File: src/design/bptc_pkg.sv
// bptc_pkg: shared types, constants and codes for the barometer compensation block
// used by every module in design/; depends on nothing
package bptc_pkg;

    // default depth of the queue between front and back
    localparam int QueueDepth = 2;

    // configuration reset values (datasheet example coefficients, oss = 0)
    localparam logic [47:0] CalAcLoReset = 48'd1756636956625;
    localparam logic [47:0] CalAcHiReset = 48'd140623671024241;
    localparam logic [31:0] CalBReset    = 32'd405667844;
    localparam logic [31:0] CalMReset    = 32'd3724086068;
    localparam logic [1:0]  OssReset     = 2'd0;

    // compensation constants
    localparam logic signed [31:0] TempOffset = 32'sd4000;
    localparam logic signed [31:0] TempRound  = 32'sd8;
    localparam logic signed [31:0] TempMin    = -32'sd2048;
    localparam logic signed [31:0] TempMax    = 32'sd2047;
    localparam logic [31:0]        B4Offset   = 32'd32768;
    localparam logic [15:0]        PressNum   = 16'd50000;
    localparam logic signed [17:0] CoefSq     = 18'sd3038;
    localparam logic signed [17:0] CoefLin    = -18'sd7357;
    localparam logic signed [63:0] CoefOfs    = 64'sd3791;
    localparam logic signed [63:0] PressMax   = 64'sd1048575;

    // configuration register indexes
    typedef enum logic [2:0] {
        REG_CAL_AC123 = 3'd0,
        REG_CAL_AC456 = 3'd1,
        REG_CAL_B12   = 3'd2,
        REG_CAL_MCMD  = 3'd3,
        REG_OSS       = 3'd4
    } cfg_index_t;

    // one classified reading as queued between front and back
    typedef struct packed {
        logic signed [16:0] dt;   // ut - ac6
        logic [18:0]        up;   // pressure word after the oss shift
    } item_t;

    // divider request and response
    typedef struct packed {
        logic        start;
        logic [31:0] num;
        logic [31:0] den;
    } div_req_t;

    typedef struct packed {
        logic        done;
        logic [31:0] quo;
    } div_rsp_t;

    // back-end sequencer states
    typedef enum logic [4:0] {
        ST_IDLE,
        ST_X1,
        ST_X1W,
        ST_TDIV,
        ST_SQ1,
        ST_SQ2,
        ST_SQ3,
        ST_AC2,
        ST_B2L,
        ST_B2H,
        ST_AC3,
        ST_B1L,
        ST_B1H,
        ST_B7,
        ST_B4,
        ST_PDIV,
        ST_PS0,
        ST_PS1,
        ST_PS2,
        ST_C1,
        ST_C2,
        ST_C3,
        ST_FIN,
        ST_DONE
    } core_state_t;

endpackage

File: src/design/bptc_front.sv
// bptc_front: accepts raw readings, forms ut - ac6 and the shifted pressure word,
// and holds them in a short queue for the back end; depends on bptc_pkg
module bptc_front #(
    parameter int DEPTH = bptc_pkg::QueueDepth
) (
    input  logic                clk,
    input  logic                rst_n,
    input  logic                push,
    output logic                full,
    input  logic [15:0]         raw_temp_word,
    input  logic [23:0]         raw_press_word,
    input  logic [15:0]         ac6,
    input  logic [1:0]          oss,
    input  logic                take,
    output logic                avail,
    output bptc_pkg::item_t     item
);

    localparam int PW = (DEPTH > 1) ? $clog2(DEPTH) : 1;
    localparam int CW = $clog2(DEPTH + 1);

    bptc_pkg::item_t mem [DEPTH];
    logic [PW-1:0]   wr_ptr_reg, wr_ptr_next;
    logic [PW-1:0]   rd_ptr_reg, rd_ptr_next;
    logic [CW-1:0]   count_reg, count_next;
    bptc_pkg::item_t new_item;
    logic [23:0]     up_full;
    logic            do_push;
    logic            do_pop;

    // classify the reading
    always_comb
    begin
        up_full     = raw_press_word >> (4'd8 - {2'b00, oss});
        new_item.dt = $signed({1'b0, raw_temp_word} - {1'b0, ac6});
        new_item.up = up_full[18:0];
    end

    // queue control
    always_comb
    begin
        full        = (count_reg == CW'(DEPTH));
        avail       = (count_reg != '0);
        do_push     = push && !full;
        do_pop      = take && avail;
        wr_ptr_next = wr_ptr_reg;
        rd_ptr_next = rd_ptr_reg;
        count_next  = count_reg;
        if (do_push)
        begin
            wr_ptr_next = (wr_ptr_reg == PW'(DEPTH - 1)) ? '0 : wr_ptr_reg + 1'b1;
        end
        if (do_pop)
        begin
            rd_ptr_next = (rd_ptr_reg == PW'(DEPTH - 1)) ? '0 : rd_ptr_reg + 1'b1;
        end
        if (do_push && !do_pop)
        begin
            count_next = count_reg + 1'b1;
        end
        else if (do_pop && !do_push)
        begin
            count_next = count_reg - 1'b1;
        end
    end

    always_ff @(posedge clk or negedge rst_n)
    begin
        if (!rst_n)
        begin
            wr_ptr_reg <= '0;
            rd_ptr_reg <= '0;
            count_reg  <= '0;
        end
        else
        begin
            wr_ptr_reg <= wr_ptr_next;
            rd_ptr_reg <= rd_ptr_next;
            count_reg  <= count_next;
        end
    end

    // queue storage
    always_ff @(posedge clk)
    begin
        if (do_push)
        begin
            mem[wr_ptr_reg] <= new_item;
        end
    end

    assign item = mem[rd_ptr_reg];

endmodule

File: src/design/bptc_div.sv
// bptc_div: unsigned 32 by 32 restoring divider, one quotient bit per cycle
// shared by the temperature and pressure steps; depends on bptc_pkg
module bptc_div (
    input  logic                 clk,
    input  logic                 rst_n,
    input  bptc_pkg::div_req_t   req,
    output bptc_pkg::div_rsp_t   rsp
);

    logic        busy_reg;
    logic        done_reg;
    logic [5:0]  cnt_reg;
    logic [31:0] rem_reg;
    logic [31:0] quo_reg;
    logic [31:0] den_reg;
    logic [32:0] shifted;
    logic        ge;
    logic [32:0] diff;

    // one restoring step
    always_comb
    begin
        shifted = {rem_reg, quo_reg[31]};
        ge      = (shifted >= {1'b0, den_reg});
        diff    = shifted - {1'b0, den_reg};
    end

    // control
    always_ff @(posedge clk or negedge rst_n)
    begin
        if (!rst_n)
        begin
            busy_reg <= 1'b0;
            done_reg <= 1'b0;
            cnt_reg  <= '0;
        end
        else
        begin
            done_reg <= busy_reg && (cnt_reg == 6'd1);
            if (req.start)
            begin
                busy_reg <= 1'b1;
                cnt_reg  <= 6'd32;
            end
            else if (busy_reg)
            begin
                cnt_reg <= cnt_reg - 6'd1;
                if (cnt_reg == 6'd1)
                begin
                    busy_reg <= 1'b0;
                end
            end
        end
    end

    // datapath
    always_ff @(posedge clk)
    begin
        if (req.start)
        begin
            rem_reg <= '0;
            quo_reg <= req.num;
            den_reg <= req.den;
        end
        else if (busy_reg)
        begin
            rem_reg <= ge ? diff[31:0] : shifted[31:0];
            quo_reg <= {quo_reg[30:0], ge};
        end
    end

    assign rsp.done = done_reg;
    assign rsp.quo  = quo_reg;

endmodule

File: src/design/bptc_core.sv
// bptc_core: back-end sequencer, at most one shared 36x18 multiplier step per state and
// the shared divider for the two quotients; depends on bptc_pkg and bptc_div
module bptc_core (
    input  logic                 clk,
    input  logic                 rst_n,
    input  logic                 avail,
    output logic                 take,
    input  bptc_pkg::item_t      item,
    input  logic [47:0]          cal_ac123,
    input  logic [47:0]          cal_ac456,
    input  logic [31:0]          cal_b12,
    input  logic [31:0]          cal_mcmd,
    input  logic [1:0]           oss,
    output logic                 res_valid,
    input  logic                 res_ready,
    output logic signed [11:0]   res_temp,
    output logic [19:0]          res_press
);

    bptc_pkg::core_state_t state_reg, state_next;
    bptc_pkg::div_req_t    div_req;
    bptc_pkg::div_rsp_t    div_rsp;

    // calibration fields
    logic signed [15:0] ac1, ac2, ac3, b1, b2, mc, md;
    logic [15:0]        ac4, ac5;

    // shared multiplier
    logic signed [35:0] ma;
    logic signed [17:0] mb;
    logic signed [53:0] prod_reg;

    // working registers
    logic signed [16:0] dt_reg;
    logic [18:0]        up_reg;
    logic signed [17:0] x1_reg;
    logic               neg_reg;
    logic               denz_reg;
    logic signed [28:0] b6_reg;
    logic signed [11:0] temp_reg;
    logic signed [53:0] acc_reg;
    logic [43:0]        sq_reg;
    logic signed [31:0] x2a_reg;
    logic signed [47:0] b3_reg;
    logic signed [31:0] x1c_reg;
    logic [31:0]        u_reg;
    logic [31:0]        b7_reg;
    logic [33:0]        p_reg;
    logic [51:0]        sqp_reg;
    logic signed [33:0] x2f_reg;
    logic [47:0]        x1f_reg;
    logic [19:0]        press_reg;

    // combinational intermediates
    logic signed [17:0] x1_v;
    logic signed [18:0] den_v;
    logic [31:0]        num_ext, num_mag, den_ext, den_mag;
    logic signed [31:0] x2_v, b5_v, t_v;
    logic signed [11:0] t_clamp;
    logic signed [28:0] b6_v;
    logic signed [63:0] sqs, b2sq, x3a, bv, b3s, b1sq, x3c;
    logic [43:0]        sq_v;
    logic [31:0]        u_v, d7_v;
    logic [15:0]        pcoef;
    logic [33:0]        p_v;
    logic signed [63:0] sqp_s;
    logic [63:0]        tot;
    logic signed [63:0] corr, pf;
    logic [19:0]        press_v;

    assign ac1 = $signed(cal_ac123[47:32]);
    assign ac2 = $signed(cal_ac123[31:16]);
    assign ac3 = $signed(cal_ac123[15:0]);
    assign ac4 = cal_ac456[47:32];
    assign ac5 = cal_ac456[31:16];
    assign b1  = $signed(cal_b12[31:16]);
    assign b2  = $signed(cal_b12[15:0]);
    assign mc  = $signed(cal_mcmd[31:16]);
    assign md  = $signed(cal_mcmd[15:0]);

    bptc_div u_div (
        .clk   (clk),
        .rst_n (rst_n),
        .req   (div_req),
        .rsp   (div_rsp)
    );

    // temperature arithmetic
    always_comb
    begin
        x1_v    = $signed(prod_reg[32:15]);
        den_v   = $signed({x1_v[17], x1_v} + {{3{md[15]}}, md});
        num_ext = {{5{mc[15]}}, mc, 11'b0};
        num_mag = mc[15] ? (~num_ext + 32'd1) : num_ext;
        den_ext = {{13{den_v[18]}}, den_v};
        den_mag = den_v[18] ? (~den_ext + 32'd1) : den_ext;
        if (denz_reg)
        begin
            x2_v = '0;
        end
        else
        begin
            x2_v = neg_reg ? $signed(~div_rsp.quo + 32'd1) : $signed(div_rsp.quo);
        end
        b5_v = 32'(x1_reg) + x2_v;
        t_v  = (b5_v + bptc_pkg::TempRound) >>> 4;
        if (t_v < bptc_pkg::TempMin)
        begin
            t_clamp = 12'(bptc_pkg::TempMin);
        end
        else if (t_v > bptc_pkg::TempMax)
        begin
            t_clamp = 12'(bptc_pkg::TempMax);
        end
        else
        begin
            t_clamp = t_v[11:0];
        end
        b6_v = 29'(b5_v - bptc_pkg::TempOffset);
    end

    // b3, b4 and b7 arithmetic
    always_comb
    begin
        sqs  = (64'(prod_reg) <<< 15) + 64'(acc_reg);
        sq_v = 44'(sqs >>> 12);
        b2sq = (64'(prod_reg) <<< 22) + 64'(acc_reg);
        x3a  = (b2sq >>> 11) + 64'(x2a_reg);
        bv   = (((64'(ac1) <<< 2) + x3a) <<< oss) + 64'sd2;
        b3s  = (bv < 0) ? ((bv + 64'sd3) >>> 2) : (bv >>> 2);
        b1sq = (64'(prod_reg) <<< 22) + 64'(acc_reg);
        x3c  = (64'(x1c_reg) + (b1sq >>> 16) + 64'sd2) >>> 2;
        u_v  = x3c[31:0] + bptc_pkg::B4Offset;
        d7_v = {13'b0, up_reg} - b3_reg[31:0];
        pcoef = bptc_pkg::PressNum >> oss;
    end

    // pressure correction arithmetic
    always_comb
    begin
        p_v   = b7_reg[31] ? {1'b0, div_rsp.quo, 1'b0} : {2'b00, div_rsp.quo};
        sqp_s = (64'(prod_reg) <<< 13) + 64'(acc_reg);
        tot   = (64'(prod_reg[37:0]) << 26) + 64'(acc_reg[37:0]);
        corr  = ($signed({16'b0, x1f_reg}) + 64'(x2f_reg) + bptc_pkg::CoefOfs) >>> 4;
        pf    = $signed({30'b0, p_reg}) + corr;
        if (pf < 0)
        begin
            press_v = '0;
        end
        else if (pf > bptc_pkg::PressMax)
        begin
            press_v = 20'(bptc_pkg::PressMax);
        end
        else
        begin
            press_v = pf[19:0];
        end
    end

    // next state
    always_comb
    begin
        state_next = state_reg;
        case (state_reg)
            bptc_pkg::ST_IDLE: if (avail) state_next = bptc_pkg::ST_X1;
            bptc_pkg::ST_X1:   state_next = bptc_pkg::ST_X1W;
            bptc_pkg::ST_X1W:  state_next = bptc_pkg::ST_TDIV;
            bptc_pkg::ST_TDIV: if (div_rsp.done) state_next = bptc_pkg::ST_SQ1;
            bptc_pkg::ST_SQ1:  state_next = bptc_pkg::ST_SQ2;
            bptc_pkg::ST_SQ2:  state_next = bptc_pkg::ST_SQ3;
            bptc_pkg::ST_SQ3:  state_next = bptc_pkg::ST_AC2;
            bptc_pkg::ST_AC2:  state_next = bptc_pkg::ST_B2L;
            bptc_pkg::ST_B2L:  state_next = bptc_pkg::ST_B2H;
            bptc_pkg::ST_B2H:  state_next = bptc_pkg::ST_AC3;
            bptc_pkg::ST_AC3:  state_next = bptc_pkg::ST_B1L;
            bptc_pkg::ST_B1L:  state_next = bptc_pkg::ST_B1H;
            bptc_pkg::ST_B1H:  state_next = bptc_pkg::ST_B7;
            bptc_pkg::ST_B7:   state_next = bptc_pkg::ST_B4;
            bptc_pkg::ST_B4:   state_next = bptc_pkg::ST_PDIV;
            bptc_pkg::ST_PDIV: if (div_rsp.done) state_next = bptc_pkg::ST_PS0;
            bptc_pkg::ST_PS0:  state_next = bptc_pkg::ST_PS1;
            bptc_pkg::ST_PS1:  state_next = bptc_pkg::ST_PS2;
            bptc_pkg::ST_PS2:  state_next = bptc_pkg::ST_C1;
            bptc_pkg::ST_C1:   state_next = bptc_pkg::ST_C2;
            bptc_pkg::ST_C2:   state_next = bptc_pkg::ST_C3;
            bptc_pkg::ST_C3:   state_next = bptc_pkg::ST_FIN;
            bptc_pkg::ST_FIN:  state_next = bptc_pkg::ST_DONE;
            bptc_pkg::ST_DONE: if (res_ready) state_next = bptc_pkg::ST_IDLE;
            default:           state_next = bptc_pkg::ST_IDLE;
        endcase
    end

    // per-state outputs: multiplier operands, divider start, handshakes
    always_comb
    begin
        ma        = '0;
        mb        = '0;
        take      = 1'b0;
        res_valid = 1'b0;
        div_req   = '0;
        case (state_reg)
            bptc_pkg::ST_IDLE:
            begin
                take = avail;
            end
            bptc_pkg::ST_X1:
            begin
                ma = 36'(dt_reg);
                mb = {2'b00, ac5};
            end
            bptc_pkg::ST_X1W:
            begin
                div_req.start = 1'b1;
                div_req.num   = num_mag;
                div_req.den   = den_mag;
            end
            bptc_pkg::ST_SQ1:
            begin
                ma = 36'(b6_reg);
                mb = {3'b000, b6_reg[14:0]};
            end
            bptc_pkg::ST_SQ2:
            begin
                ma = 36'(b6_reg);
                mb = 18'($signed(b6_reg[28:15]));
            end
            bptc_pkg::ST_SQ3:
            begin
                ma = 36'(b6_reg);
                mb = 18'(ac2);
            end
            bptc_pkg::ST_AC2:
            begin
                ma = {14'b0, sq_reg[21:0]};
                mb = 18'(b2);
            end
            bptc_pkg::ST_B2L:
            begin
                ma = {14'b0, sq_reg[43:22]};
                mb = 18'(b2);
            end
            bptc_pkg::ST_B2H:
            begin
                ma = 36'(b6_reg);
                mb = 18'(ac3);
            end
            bptc_pkg::ST_AC3:
            begin
                ma = {14'b0, sq_reg[21:0]};
                mb = 18'(b1);
            end
            bptc_pkg::ST_B1L:
            begin
                ma = {14'b0, sq_reg[43:22]};
                mb = 18'(b1);
            end
            bptc_pkg::ST_B1H:
            begin
                ma = {4'b0, d7_v};
                mb = {2'b00, pcoef};
            end
            bptc_pkg::ST_B7:
            begin
                ma = {4'b0, u_reg};
                mb = {2'b00, ac4};
            end
            bptc_pkg::ST_B4:
            begin
                div_req.start = 1'b1;
                div_req.num   = b7_reg[31] ? b7_reg : {b7_reg[30:0], 1'b0};
                div_req.den   = prod_reg[46:15];
            end
            bptc_pkg::ST_PS0:
            begin
                ma = {10'b0, p_reg[33:8]};
                mb = {5'b0, p_reg[20:8]};
            end
            bptc_pkg::ST_PS1:
            begin
                ma = {10'b0, p_reg[33:8]};
                mb = {5'b0, p_reg[33:21]};
            end
            bptc_pkg::ST_PS2:
            begin
                ma = {2'b00, p_reg};
                mb = bptc_pkg::CoefLin;
            end
            bptc_pkg::ST_C1:
            begin
                ma = {10'b0, sqp_reg[25:0]};
                mb = bptc_pkg::CoefSq;
            end
            bptc_pkg::ST_C2:
            begin
                ma = {10'b0, sqp_reg[51:26]};
                mb = bptc_pkg::CoefSq;
            end
            bptc_pkg::ST_DONE:
            begin
                res_valid = 1'b1;
            end
            default:
            begin
                ma = '0;
            end
        endcase
    end

    // state register
    always_ff @(posedge clk or negedge rst_n)
    begin
        if (!rst_n)
        begin
            state_reg <= bptc_pkg::ST_IDLE;
        end
        else
        begin
            state_reg <= state_next;
        end
    end

    // datapath registers, each state consumes the product of the one before
    always_ff @(posedge clk)
    begin
        prod_reg <= ma * mb;
        case (state_reg)
            bptc_pkg::ST_IDLE:
            begin
                if (avail)
                begin
                    dt_reg <= item.dt;
                    up_reg <= item.up;
                end
            end
            bptc_pkg::ST_X1W:
            begin
                x1_reg   <= x1_v;
                neg_reg  <= mc[15] ^ den_v[18];
                denz_reg <= (den_v == '0);
            end
            bptc_pkg::ST_TDIV:
            begin
                if (div_rsp.done)
                begin
                    temp_reg <= t_clamp;
                    b6_reg   <= b6_v;
                end
            end
            bptc_pkg::ST_SQ2: acc_reg <= prod_reg;
            bptc_pkg::ST_SQ3: sq_reg  <= sq_v;
            bptc_pkg::ST_AC2: x2a_reg <= 32'(prod_reg >>> 11);
            bptc_pkg::ST_B2L: acc_reg <= prod_reg;
            bptc_pkg::ST_B2H: b3_reg  <= 48'(b3s);
            bptc_pkg::ST_AC3: x1c_reg <= 32'(prod_reg >>> 13);
            bptc_pkg::ST_B1L: acc_reg <= prod_reg;
            bptc_pkg::ST_B1H: u_reg   <= u_v;
            bptc_pkg::ST_B7:  b7_reg  <= prod_reg[31:0];
            bptc_pkg::ST_PDIV:
            begin
                if (div_rsp.done)
                begin
                    p_reg <= p_v;
                end
            end
            bptc_pkg::ST_PS1: acc_reg   <= prod_reg;
            bptc_pkg::ST_PS2: sqp_reg   <= 52'(sqp_s);
            bptc_pkg::ST_C1:  x2f_reg   <= 34'(prod_reg >>> 16);
            bptc_pkg::ST_C2:  acc_reg   <= prod_reg;
            bptc_pkg::ST_C3:  x1f_reg   <= tot[63:16];
            bptc_pkg::ST_FIN: press_reg <= press_v;
            default:
            begin
                acc_reg <= acc_reg;
            end
        endcase
    end

    assign res_temp  = temp_reg;
    assign res_press = press_reg;

endmodule

File: src/design/baro_temp_pressure_compensation.sv
// baro_temp_pressure_compensation: top level with calibration registers and result register
// depends on bptc_pkg, bptc_front, bptc_core (and bptc_div below it)
//
//  channel   handshake              payload
//  input     push / full            raw_temp_word, raw_press_word
//  result    empty / pop            temperature_decideg, pressure_pa
//  config    cfg_valid / cfg_ready  cfg_index, cfg_data
//
// each reading passes the back end as two quotients on the one bit-serial divider
// plus 22 further sequencer steps; the last step holds until the result register can take it
// the front queue keeps taking readings while the back end works; one finished
// result waits in the output register while the next is computed
// reset clears queue, sequencer and result valid and loads the example calibration
module baro_temp_pressure_compensation #(
    parameter int QUEUE_DEPTH = bptc_pkg::QueueDepth
) (
    input  logic               clk,
    input  logic               rst_n,
    input  logic               push,
    output logic               full,
    input  logic [15:0]        raw_temp_word,
    input  logic [23:0]        raw_press_word,
    output logic               empty,
    input  logic               pop,
    output logic signed [11:0] temperature_decideg,
    output logic [19:0]        pressure_pa,
    input  logic               cfg_valid,
    output logic               cfg_ready,
    input  logic [2:0]         cfg_index,
    input  logic [47:0]        cfg_data
);

    logic [47:0]        cal_ac123_reg;
    logic [47:0]        cal_ac456_reg;
    logic [31:0]        cal_b12_reg;
    logic [31:0]        cal_mcmd_reg;
    logic [1:0]         oss_reg;
    logic               out_valid_reg;
    logic signed [11:0] out_temp_reg;
    logic [19:0]        out_press_reg;

    logic               avail;
    logic               take;
    bptc_pkg::item_t    item;
    logic               res_valid;
    logic               res_ready;
    logic signed [11:0] res_temp;
    logic [19:0]        res_press;

    assign cfg_ready = 1'b1;

    // configuration registers
    always_ff @(posedge clk or negedge rst_n)
    begin
        if (!rst_n)
        begin
            cal_ac123_reg <= bptc_pkg::CalAcLoReset;
            cal_ac456_reg <= bptc_pkg::CalAcHiReset;
            cal_b12_reg   <= bptc_pkg::CalBReset;
            cal_mcmd_reg  <= bptc_pkg::CalMReset;
            oss_reg       <= bptc_pkg::OssReset;
        end
        else if (cfg_valid && cfg_ready)
        begin
            case (cfg_index)
                bptc_pkg::REG_CAL_AC123: cal_ac123_reg <= cfg_data;
                bptc_pkg::REG_CAL_AC456: cal_ac456_reg <= cfg_data;
                bptc_pkg::REG_CAL_B12:   cal_b12_reg   <= cfg_data[31:0];
                bptc_pkg::REG_CAL_MCMD:  cal_mcmd_reg  <= cfg_data[31:0];
                bptc_pkg::REG_OSS:       oss_reg       <= cfg_data[1:0];
                default:                 oss_reg       <= oss_reg;
            endcase
        end
    end

    bptc_front #(
        .DEPTH (QUEUE_DEPTH)
    ) u_front (
        .clk            (clk),
        .rst_n          (rst_n),
        .push           (push),
        .full           (full),
        .raw_temp_word  (raw_temp_word),
        .raw_press_word (raw_press_word),
        .ac6            (cal_ac456_reg[15:0]),
        .oss            (oss_reg),
        .take           (take),
        .avail          (avail),
        .item           (item)
    );

    bptc_core u_core (
        .clk       (clk),
        .rst_n     (rst_n),
        .avail     (avail),
        .take      (take),
        .item      (item),
        .cal_ac123 (cal_ac123_reg),
        .cal_ac456 (cal_ac456_reg),
        .cal_b12   (cal_b12_reg),
        .cal_mcmd  (cal_mcmd_reg),
        .oss       (oss_reg),
        .res_valid (res_valid),
        .res_ready (res_ready),
        .res_temp  (res_temp),
        .res_press (res_press)
    );

    // result register
    assign res_ready = !out_valid_reg || pop;

    always_ff @(posedge clk or negedge rst_n)
    begin
        if (!rst_n)
        begin
            out_valid_reg <= 1'b0;
        end
        else if (res_ready)
        begin
            out_valid_reg <= res_valid;
        end
    end

    always_ff @(posedge clk)
    begin
        if (res_ready && res_valid)
        begin
            out_temp_reg  <= res_temp;
            out_press_reg <= res_press;
        end
    end

    assign empty               = !out_valid_reg;
    assign temperature_decideg = out_temp_reg;
    assign pressure_pa         = out_press_reg;

endmodule

File: config.mk
export PLATFORM = sky130hd
export DESIGN_NAME = baro_temp_pressure_compensation
export DESIGN_NICKNAME = d
export VERILOG_FILES = /design/src/design/bptc_pkg.sv /design/src/design/bptc_front.sv /design/src/design/bptc_div.sv /design/src/design/bptc_core.sv /design/src/design/baro_temp_pressure_compensation.sv
export SDC_FILE = /design/constraint.sdc
export NUM_CORES = 2
export LEC_CHECK = 0
export ABC_AREA = 1
export BUFFER_PORTS_ARGS = -buffer_cell sky130_fd_sc_hd__buf_2
export CORE_MARGIN = 4
export CORE_UTILIZATION = 40
export DETAILED_ROUTE_END_ITERATION = 10
export PLACE_DENSITY = 0.55
export SLEW_MARGIN = 20
export SYNTH_ARGS = -nofsm -noshare
export SYNTH_HDL_FRONTEND = slang
export SYNTH_SLANG_ARGS = --single-unit
export TNS_END_PERCENT = 1
File: constraint.sdc
create_clock -name clk -period 9.87 [get_ports clk]
set_clock_uncertainty 0.1 [all_clocks]
set_input_delay 0.987 -clock clk [delete_from_list [all_inputs] [get_ports clk]]
set_output_delay 0.987 -clock clk [all_outputs]
set_load 0.03 [all_outputs]
### Word-level counts from Yosys, hierarchy flattened

Memories as Yosys holds them, arrays and structs flattened. A register that Yosys moved wholly into a read port is not among the register bits.
Cells that the tools add are included.

| word-level totals | value |
|---|---|
| input bits | 96 |
| output and inout port bits | 35 |
| RAM bits | 72 |
| register bits after elaboration | 869 |
| memories kept | 1 |

Memories:

| name | words | width | rd ports | clocked after memory_dff | wr ports | line | source |
|---|---|---|---|---|---|---|---|
| u_front.mem | 2 | 36 | 1 | 1 | 1 | bptc_front.sv:22 | `bptc_pkg::item_t mem [DEPTH];` |

| operators by class | value |
|---|---|
| multiplexer cells | 33 |
| add/subtract/negate cells | 30 |
| multiply operators | 1 |
| eq/ne operators | 33 |
| reductions and logical operators | 34 |
| shift-type cells | 3 |
| bitwise gates (word level) | 4 |
| magnitude comparators | 6 |

Operators by type and width:

| cell | count |
|---|---|
| case mux 36 bit (10 select lines) | 1 |
| 2-to-1 mux 32 bit | 10 |
| case mux 18 bit (13 select lines) | 1 |
| case mux 65 bit (2 select lines) | 1 |
| < comparator 64 x 1 -> 1 bit (second input constant) | 2 |
| case mux 5 bit (24 select lines) | 1 |
| adder 32 x 1 -> 32 bit (second input constant) | 3 |
| NOT 32 bit | 3 |
| adder 34 x 3 -> 34 bit (second input constant) | 2 |
| adder 64 x 3 -> 64 bit (second input constant) | 1 |
| adder 64 x 38 -> 64 bit | 1 |
| adder 64 x 54 -> 64 bit | 1 |
| > comparator 64 x 21 -> 1 bit (second input constant) | 1 |
| <<< shifter 64 x 2 -> 64 bit | 1 |
| adder 35 x 60 -> 61 bit | 1 |
| adder 56 x 54 -> 56 bit | 1 |
| adder 18 x 54 -> 55 bit | 1 |
| adder 53 x 32 -> 54 bit | 1 |
| multiplier 36 x 18 -> 54 bit | 1 |
| adder 52 bit | 1 |
| adder 50 x 13 -> 51 bit (second input constant) | 1 |
| adder 49 x 34 -> 50 bit | 1 |
| == test 5 x 4 -> 1 bit (second input constant) | 8 |
| == test 5 bit (second input constant) | 8 |
| 48 further kinds | 91 |

### Depth between registers and ports, before layout

| logic depth | value |
|---|---|
| word-level depth | 8 |
| gate-level depth with buffers | 48 |

### Cells and area by module

From an unflattened synthesis, not the netlist that was laid out.

| second synthesis, totals | value |
|---|---|
| cells, all modules | 12272 |
| area, all modules | 94135.3 um2 |

By module, submodules not included:

| module | area an instance (um2) | cells each | instances | seq. area each (um2) |
|---|---|---|---|---|
| bptc_core | 75381.0 | 10004 | 1 | 17481.8 |
| baro_temp_pressure_compensation | 7459.7 | 754 | 1 | 5143.7 |
| bptc_div | 6797.8 | 974 | 1 | 2762.6 |
| bptc_front | 4496.8 | 540 | 1 | 2262.2 |

### Worst setup path after synthesis

No wires, ideal clock.

| path | value |
|---|---|
| kind | register to register |
| start | register u_core.state_reg[2] |
| end | register u_core.prod_reg[53] |
| required time | 9.632 ns |
| path slack | 0.904 ns |
| setup time | 0.138 ns |
| arrival time | 8.728 ns |
| clock period less this slack | 8.966 ns |
| cell stages (with the launch flop) | 31 |
| cell sequence | dfrtp_1 > inv_1 > nor2_1 > inv_1 > nor2_1 > nor2_1 > inv_1 > clkbuf_1 > a221oi_1 > a21boi_0 > and2_1 > inv_1 > clkbuf_1 > nand2_1 > fa_1 > inv_1 > fa_1 > inv_1 > fa_1 > fa_1 > inv_1 > fa_1 > inv_1 > fa_1 > inv_1 > ha_1 > a21oi_1 > o21ai_0 > a2111oi_0 > o311ai_0 > xor2_1 |

| on the way | value |
|---|---|
| longest elaborated chain between the ends | 4 |
| elaborated cells between the ends (all ways) | 26 |
| those cells by class | mul (1); eq/ne (16); mux (2); reduce/logical (7) |

Ends and longest elaborated chain:

| element | line | source |
|---|---|---|
| start, declared | bptc_core.sv:20 | `bptc_pkg::core_state_t state_reg, state_next;` |
| start signal, assigned | bptc_core.sv:314 | `state_reg <= bptc_pkg::ST_IDLE;` |
| start signal, assigned | bptc_core.sv:318 | `state_reg <= state_next;` |
| == test 5 x 3 -> 1 bit (tied with other cells) | bptc_core.sv:201 | `case (state_reg)` |
| OR reduction 4 bit (no line) / OR reduction 2 bit (equally long branches) | - |  |
| case mux 36 bit (10 select lines) / case mux 18 bit (13 select lines) (equally long branches) | bptc_core.sv:201 |  |
| multiplier 36 x 18 -> 54 bit (*) | bptc_core.sv:325 | `prod_reg <= ma * mb;` |
| end signal, assigned | bptc_core.sv:325 |  |
| end, declared | bptc_core.sv:31 | `logic signed [53:0] prod_reg;` |

Mark *: on every way between the ends. The rest lies on a longest branch, timed or not.
A chain may end at the register's enable or synchronous reset.

### Final worst setup path

| path | value |
|---|---|
| start | register u_core.state_reg[0] |
| end | register u_core.prod_reg[53] |

The elaborated chain is that of the path after synthesis.

==> results.yml <==
die:
  die_x_um: 486
  ioPinCount: 131
  dieHeight_um: 486
  row_count: 175
  design.die.area_um2: 236000
  core-area_um2: 227000
  initial_core_util_pct: 40.2
synthesis:
  synth-simple-area-share_pct: 21.5
  synth.yosys.seq_area_share_pct: 30.2
  synth.top_cell.area_share_pct: 23.3
  syn_avg_cell_area_um2: 7.94
  syn_nets: 12905
  synth_mux_area_share_pct: 0.0985
  synth.distinct_cells: 77
  yosys_register_bits: 976
  synthCells: 11518
  synth.most_common_cell: "nand2_1"
  synth_top_flop_cell: "edfxtp_1"
  synth_edf_count: 710
  syn_area_um2: 91400
  synthAdderAreaFrac_pct: 23.1
  yosys.area.top_type: "edfxtp_1"
  yosysWarnings: 0
  synth-compound-area-share_pct: 10.9
  synth_top_family_by_area: "adder cells"
  synth-xor-area-share_pct: 4.71
  async_reset_ff_share_pct: 18.4
  synth_common_cells: "2,575 x nand2_1, 1,971 x inv_1, 1,090 x nor2_1"
  synth_area_leaders: "edfxtp_1 23%, fa_1 14%, nand2_1 11%"
cts:
  cts_setup_buffers: 0
  cts_tree: "yes"
  worstSkewPairLatency_ns: 0.83
  htree_levels: 3
  clockBufferDepth: 3
  clk_pin_slew_ns: 0.06
  postCtsHoldBufs: 0
  cts_buffers: 111
  clock-sinks: 976
  cts_root_buffer: "clkbuf_16"
timing:
  period_share_pct: 95.4
  fmax_mhz: 106
  rsz0062_at_grt: "false"
  slew_viol_final: 0
  layout_min_cycle_time_ns: 9.42
  slew-limit-headroom_pct: 17.4
  tns_ns: 0
  finalSetupViolCount: 0
  hold_viol_final: 0
  tightest_slew_ns: 1.24
routing:
  vias: 82074
  drcViolationCount: 0
  drtAntennaViolNets: 1
  drt-initial-drc-count: 8505
  drt_pass1_iterations: 6
  totalWireLength_mm: 379
  vias_per_cell: 5.51
  drt-wirelength-per-cell_um: 25.5
run:
  cap_viol_max_count: 0
setup_path:
  r2r_cells: 28
  worstPathArrival_ns: 9.93
  worstSetupStartpointType: "flip-flop"
  cpMostUsedCell: "fa_1"
  crit_path_max_fanout: 19
  max_stage_delay_ns: 0.97
  reg2reg_to: "u_core.prod_reg[53]$_DFF_P_"
  r2r_start: "u_core.state_reg[0]$_DFFE_PN0P_"
  crit_slowest_cell: "fa_1"
  required_ns: 10.38
  r2r_setup_slack_ns: 0.45
  path_class: "reg2reg"
  cp-end-kind: "flip-flop"
finish:
  multiInputGateArea_um2: 55400
  area_growth_syn_to_layout_pct: 10.3
  regArea_um2: 27700
  nets: 13130
  fillers: 22985
  largest_reg_flops: 72
  post_route_cells_drive_above_1_share_pct: 7.20
outcome:
  status: "finished, violations left"
  violations: "antenna violations"
place:
  hpwl_mm: 311
  gp_congestion: 1.06
  portBuffers: 125
global_route:
  grt_max_degree: 97
  grt_usage_pct: 31.6
  antenna_found_initial: 52
  grt_pass1_wl_mm: 544
  grt_remaining_overflow: 0
  first_global_vias: 79145
min_path:
  hp-class: "in2async"
worst max-delay path: cells and delay by family, from the launching register on:
kind	cells	cell delay, ns
compound gates	6	1.48
xor+xnor	1	0.19
fa+ha+maj	7	4.05
buf+inv	7	1.27
flops	1	0.43
simple gates	7	1.64
per-stage QoR:
step	hold slack, ns	util (%)	std cells	setup WS [ns]	cell area, µm²
after floorplan	0.286	-	11518	0.904	91400
after global placement	0.292	42.6	14639	0.501	97000
after detailed placement	0.290	42.6	14639	0.454	97000
after CTS	0.0831	44.3	14850	0.373	101000
after global routing	0.104	44.3	14854	0.0163	101000
final	0.0747	44.3	14892	0.450	101000
area by class of cell:
type	instances	share of cell area [%]
clock inverters	57	0.655
diodes	42	0.104
clock buffers	154	3.05
well taps	3009	3.73
repair buffers	368	2.58
inverters	2020	7.52
flip-flops and latches	976	27.4
multi-input cells	8266	54.9
logic make-up (layout without fill, tap and decap cells):
family | count (synthesis) | count (layout)
AOI/OAI and AO/OA | 1773 | 1773
xor gates and xnor gates | 487 | 487
adders and majority gates | 1291 | 1291
buffers and inverters | 2276 | 2599
DFF | 976 | 976
muxes | 9 | 9
other | 1 | 43
and+or+nand+nor | 4705 | 4705
routing by layer:
layer | track usage [%] | vias to the layer above | share of wire [%]
met5 | 0 | - | 0.0095
met1 | 43.0 | 39977 | 42
li1 | - | 37736 | -
met4 | 16.4 | 6 | 6.1
met2 | 48.4 | 3669 | 43
met3 | 5.21 | 686 | 8.2
placed cells by master (no fill, tap or decap), types with 19 or more instances in the layout:
cell	count
clkbuf_1	30
o211ai_1	34
nand3b_1	19
a21boi_0	19
a31oi_1	60
o21ai_1	29
o31ai_1	19
a221oi_1	44
buf_2	124
nand2_2	32
nor4_1	27
xor2_1	299
nor3_1	122
inv_2	39
edfxtp_1	710
nor2_4	26
ha_1	633
nand4_1	141
o21bai_1	35
nand2_1	2572
clkinv_1	23
o21a_1	38
o21ai_0	654
dfrtp_1	95
fa_1	658
xnor2_1	180
a21oi_1	684
a22o_1	25
a21o_1	35
buf_4	231
nor2_1	1069
nand3_1	574
dfstp_2	83
inv_1	1966
dfxtp_1	84
nor2_2	34
diode_2	42
clkbuf_16	113
how the worst max path moves through the flow:
stage / from / endpoint
2_1_floorplan: u_core.state_reg[2]$_DFFE_PN0P_ / u_core.prod_reg[53]$_DFF_P_
3_3_place_gp: u_core.state_reg[0]$_DFFE_PN0P_ / u_core.prod_reg[50]$_DFF_P_
3_5_place_dp: u_core.b3_reg[0]$_DFFE_PN_ / u_core.prod_reg[53]$_DFF_P_
4_1_cts: u_core.b3_reg[0]$_DFFE_PN_ / u_core.prod_reg[53]$_DFF_P_
5_1_grt: u_core.state_reg[0]$_DFFE_PN0P_ / u_core.prod_reg[50]$_DFF_P_
6_report: u_core.state_reg[0]$_DFFE_PN0P_ / u_core.prod_reg[53]$_DFF_P_
repair_timing:
action / in CTS / in global routing
gates resized for setup: 0 / 10
setup endpoints to repair: 0 / 20
hold endpoints to repair: 0 / 0
Power is left out: the tool's default activity adds up to more than one toggle a clock period on the data nets, which glitch-free logic cannot reach.
